<file path="src/rtl/cdg_pkg.sv">
// Shared types and constants for the controlled dense gate block.
package cdg_pkg;

  // Complex amplitude or matrix entry, signed Q3.29 parts
  typedef struct packed {
    logic signed [31:0] re;
    logic signed [31:0] im;
  } cplx_t;

  // Accumulator width: Q6.58 products, up to 128 terms, plus margin
  localparam int AccW = 72;

  // Request codes
  localparam logic [1:0] REQ_WR_AMP = 2'd0;
  localparam logic [1:0] REQ_WR_MAT = 2'd1;
  localparam logic [1:0] REQ_APPLY  = 2'd2;
  localparam logic [1:0] REQ_RD_AMP = 2'd3;

  // Qubit count after reset
  localparam logic [4:0] QubitsReset = 5'd16;

  typedef enum logic [1:0] {
    STATUS_OK       = 2'd0,
    STATUS_TOO_MANY = 2'd1,
    STATUS_BAD_MASK = 2'd2
  } status_e;

  typedef enum logic [1:0] {
    MAC_ADD_RE,
    MAC_SUB_RE,
    MAC_ADD_IM
  } mac_op_e;

  // Control from the sequencer to the complex MAC
  typedef struct packed {
    logic    clr;
    logic    mul_en;
    mac_op_e op;
  } mac_ctrl_t;

  typedef enum logic [3:0] {
    S_IDLE,
    S_READ,
    S_SCAN,
    S_GRD,
    S_GWR,
    S_MRD,
    S_MUL0,
    S_MUL1,
    S_MUL2,
    S_MUL3,
    S_FIN,
    S_WB,
    S_DONE
  } state_e;

endpackage

</file>
<file path="src/rtl/cdg_cmac.sv">
// Complex multiply-accumulate with round-to-nearest and saturation.
module cdg_cmac
  import cdg_pkg::*;
(
  input  logic               clk_i,
  input  logic               rst_ni,
  input  mac_ctrl_t          ctrl_i,
  input  logic signed [31:0] a_i,
  input  logic signed [31:0] b_i,
  output cplx_t              res_o,
  output logic               pend_o
);

  localparam int SW = AccW - 29;

  logic signed [63:0]   prod_q;
  mac_op_e              op_q;
  logic                 pend_q;
  logic signed [AccW-1:0] acc_re_q, acc_im_q;
  logic signed [AccW-1:0] prod_ext;

  // product stage
  always_ff @(posedge clk_i) begin
    prod_q <= a_i * b_i;
    op_q   <= ctrl_i.op;
  end

  always_ff @(posedge clk_i or negedge rst_ni) begin
    if (!rst_ni) begin
      pend_q <= 1'b0;
    end else begin
      pend_q <= ctrl_i.mul_en;
    end
  end

  assign prod_ext = AccW'(prod_q);

  // accumulate stage
  always_ff @(posedge clk_i) begin
    if (ctrl_i.clr) begin
      acc_re_q <= '0;
      acc_im_q <= '0;
    end else if (pend_q) begin
      case (op_q)
        MAC_ADD_RE: acc_re_q <= acc_re_q + prod_ext;
        MAC_SUB_RE: acc_re_q <= acc_re_q - prod_ext;
        MAC_ADD_IM: acc_im_q <= acc_im_q + prod_ext;
        default:    acc_im_q <= acc_im_q;
      endcase
    end
  end

  // round half up to Q3.29, then clamp to 32 bits
  function automatic logic signed [31:0] finish(input logic signed [AccW-1:0] acc);
    logic signed [AccW-1:0] t;
    logic signed [SW-1:0]   s;
    t = acc + AccW'(1 << 28);
    s = t[AccW-1:29];
    if (s[SW-1:31] == {(SW-31){s[31]}}) begin
      finish = s[31:0];
    end else if (s[SW-1]) begin
      finish = 32'sh8000_0000;
    end else begin
      finish = 32'sh7FFF_FFFF;
    end
  endfunction

  assign res_o.re = finish(acc_re_q);
  assign res_o.im = finish(acc_im_q);
  assign pend_o   = pend_q;

endmodule

</file>
<file path="config.mk">
export PLATFORM = sky130hd
export DESIGN_NAME = cdg_cmac
export DESIGN_NICKNAME = d
export VERILOG_FILES = /design/src/rtl/cdg_pkg.sv /design/src/rtl/cdg_cmac.sv
export SDC_FILE = /design/constraint.sdc
export NUM_CORES = 2
export LEC_CHECK = 0
export ABC_AREA = 1
export BUFFER_PORTS_ARGS = -buffer_cell sky130_fd_sc_hd__buf_4
export CAP_MARGIN = 5
export CORE_UTILIZATION = 55
export DETAILED_ROUTE_END_ITERATION = 10
export PLACE_DENSITY = 0.74
export SYNTH_ARGS = -nofsm -noshare
export SYNTH_HDL_FRONTEND = slang
export SYNTH_SLANG_ARGS = --single-unit
</file>
<file path="constraint.sdc">
create_clock -name clk_i -period 3.54 [get_ports clk_i]
set_clock_uncertainty 0.05 [all_clocks]
set_input_delay 0.177 -clock clk_i [delete_from_list [all_inputs] [get_ports clk_i]]
set_output_delay 0.177 -clock clk_i [all_outputs]
set_load 0.1 [all_outputs]
</file>
==> flow_summary_export.csv <==
group,metric,value,unit
sta,rsz0062_at_grt,"true",
die,start_util,0.554,
status,violations,"negative setup slack",
synthesis,synthArstFlopShare,0.00474,
clocking,cts_tree,"yes",
synthesis,synth.distinct_cells,43,
global_route,grt_pass1_vias,67300,
min_path,holdPathEnd,"prod_q[0]",
drt,via_per_inst,5.51,
synthesis,ys_ff_latch,211,
synthesis,synth.top_cell.area_share,0.354,
drt,routed_wl,257000,um
synthesis,synth_area_leaders,"fa_1 35%, nand2_1 14%, inv_1 14%, dfxtp_1 6.9%, ha_1 6.7%",
die,fp.dieArea,113000,um^2
clocking,cts_made_buffers,27,
global_route,globalRouteOverflowTotal,0,
worst_setup_path,critPathKind,"primary input to flop",
worst_setup_path,start_kind,"primary input",
layout,nets,11700,
worst_setup_path,end_kind,"flop",
synthesis,syn_area,61400,um^2
worst_setup_path,worstPathMaxFanout,9,
drt,wl_per_cell,21.8,um
sta,fmax,0.159,GHz
die,die_w,336,um
synthesis,synth_nets,10500,
die,core,111000,um^2
die,fp.dieH,336,um
layout,syn2layout_area_growth,34.1,%
sta,slew_viol_final,0,
status,status,"finished, violations left",
drt,dr.pass1.iters,8,
clocking,clock_path_buffers,3,
global_route,track_usage,0.439,
sta,hold_viol,0,
synthesis,synth_top_area_cell,"fa_1",
synthesis,yosys_warnings,0,
global_route,grt_pass1_wl,376000,um
layout,post_layout_nonfiller_instances,11800,
drt,vias,64900,
layout,fill_cells,8229,
die,row_count,122,
sta,finalSetupViolCount,147,
placed_design,dp_cells,11500,
sta,setup_ws,-2.74,ns
synthesis,synthCells,8998,
sta,period_share,1.77,
synthesis,synth_edf_count,0,
run,max_cap_violations,0,
worst_setup_path,r2r-start,"prod_q[0]",
synthesis,ys.flop_type,"dfxtp_1",
clocking,cts.sinks,211,
placed_design,io_buffers,134,
layout,drive_gt1_frac,0.265,
clocking,htreeDepth,1,
synthesis,syn_area_per_cell,6.82,um^2
synthesis,seq_area_frac_synth,0.0689,
synthesis,yosysMostFrequentCell,"nand2_1",
min_path,worstHoldPathCells,4,
worst_setup_path,r2r_setup_slack,-0.44,ns
worst_setup_path,required,3.99,ns
clocking,cts_root_buf,"clkbuf_16",
placed_design,dp_hpwl,199000,um
global_route,grt_max_degree,130,
sta,tightest_slew,1.08,ns
clocking,cts.reportedPaths.clkPinSlew,0.06,ns
min_path,hold_path_class,"primary input to flop",
sta,max_slew_margin,0.278,
clocking,clock_latency,0.60,ns
drt,drc_errors,0,
worst_setup_path,r2r-end,"acc_re_q[58]",
drt,antenna_left,0,
drt,first_iter_violations,5948,
worst_setup_path,rr_worst_depth,28,
min_path,worstHoldStart,"b_i[0]",
worst_setup_path,cp_data_arrival_time,6.73,ns
placed_design,gp_congestion,1.06,
die,pin_count,135,
synthesis,ys_top_cells_by_count,"2,303 x nand2_1, 2,265 x inv_1, 1,084 x fa_1, 906 x nor2_1, 384 x a21oi_1",
global_route,antenna_found_initial,2,
sta,period_minus_slack,6.28,ns
## cell usage in the layout, fill, tap and decap left out, drive strengths merged, types with 6 or more instances in the layout
master | Yosys | routed
bufinv | 0 | 8
inv | 2267 | 2266
a31oi | 16 | 16
xor2 | 205 | 205
nand4 | 87 | 87
ha | 329 | 329
fa | 1084 | 1084
o21ai | 294 | 294
clkinvlp | 0 | 6
a21oi | 384 | 384
nand3 | 342 | 342
clkinv | 0 | 8
or2 | 12 | 12
nor3 | 71 | 71
nand3b | 13 | 13
o21bai | 49 | 49
xnor2 | 50 | 50
clkbuf | 244 | 29
buf | 21 | 1496
a21o | 20 | 20
nand2 | 2311 | 2311
o211ai | 13 | 13
o21a | 12 | 12
and3 | 6 | 6
nor2 | 915 | 915
nor4 | 22 | 22
dfxtp | 210 | 210
## timing repair
item                                    in CTS  in global routing
endpoints found under the setup margin     177                181
gates resized for setup                   1242                339
hold buffers                                 5                  0
pin swaps                                  486                238
cloned                                      15                  1
buffers inserted                           147                 48
hold endpoints to repair                     4                  0
## cell families (layout without fill, tap and decap cells)
logic type	count (synthesis)	after routing	synth area share
simple gates	3784	3784	0.247
buf+inv	2532	3820	0.156
fa+ha+maj	1413	1413	0.421
compound gates	803	803	0.0705
xor+xnor	255	255	0.0364
flops	211	211	0.0689
other cells	0	1	0
## critical path, cell delays in order
cell and delay, ns:
buf_12 0.13, buf_6 0.14, nand2_2 0.06, inv_2 0.04
fa_1 0.52, inv_2 0.05, fa_1 0.56, inv_2 0.05
fa_1 0.53, inv_2 0.06, fa_1 0.51, fa_1 0.47
fa_1 0.60, fa_1 0.45, fa_1 0.55, inv_2 0.06
ha_4 0.34, buf_6 0.15, nand2_8 0.07, nor2_4 0.15
inv_2 0.08, nor2_4 0.11, inv_2 0.05, o21ai_4 0.27
o21bai_4 0.22, nand4_1 0.14, nand3_1 0.11, nand2_1 0.05
## through the flow
| step | hold WS [ns] | setup TNS [ns] | setup WS, ns | instance area (um^2) | utilization |
|---|---|---|---|---|---|
| 3_5_place_dp | -0.0969 | -204.96 | -3.43 | 73600 | 0.665 |
| 5_1_grt | 0.117 | -192.03 | -2.89 | 82300 | 0.743 |
| 6_report | 0.106 | -161.03 | -2.74 | 82300 | 0.743 |
| 2_1_floorplan | -0.169 | -126.93 | -3.14 | 63500 | - |
| 4_1_cts | 0.0421 | -142.27 | -2.48 | 80700 | 0.729 |
| 3_3_place_gp | -0.0975 | -199.62 | -3.33 | 73600 | 0.665 |
## area by class of cell
class	count	area, um^2	share of cell area
antenna	1	2.50	0.0000304
clock buffer	28	679	0.00826
clock inverter	21	353	0.00429
inverter	2267	8540	0.104
multi-input combinational	6255	53200	0.647
sequential	211	4240	0.0516
tap	1488	1860	0.0226
timing repair buffer	1504	13400	0.162
## registers in the layout, indices dropped and copies added, names as in the netlist
name      cells
op_q          2
prod_q       64
acc_re_q     72
acc_im_q     72
pend_o        1
## worst max-delay path by stage
stage,startpoint,to,slack [ns]
global route,b_i[8],prod_q[58],-2.89
floorplan,a_i[31],prod_q[59],-3.14
detailed placement,a_i[31],prod_q[62],-3.43
global placement,a_i[31],prod_q[60],-3.33
CTS,a_i[31],prod_q[61],-2.48
finish,a_i[25],prod_q[61],-2.74
## layer usage
layer | global-route usage | vias up | part of all wire
li1 | - | 29000 | -
met1 | 0.504 | 30700 | 0.35
met2 | 0.728 | 3717 | 0.46
met3 | 0.0775 | 1446 | 0.094
met4 | 0.339 | 4 | 0.10
met5 | 0.00128 | - | 0.00011
Power is not shown: default switching activity piles up to over one toggle a cycle in this logic, so the estimate is an artifact.
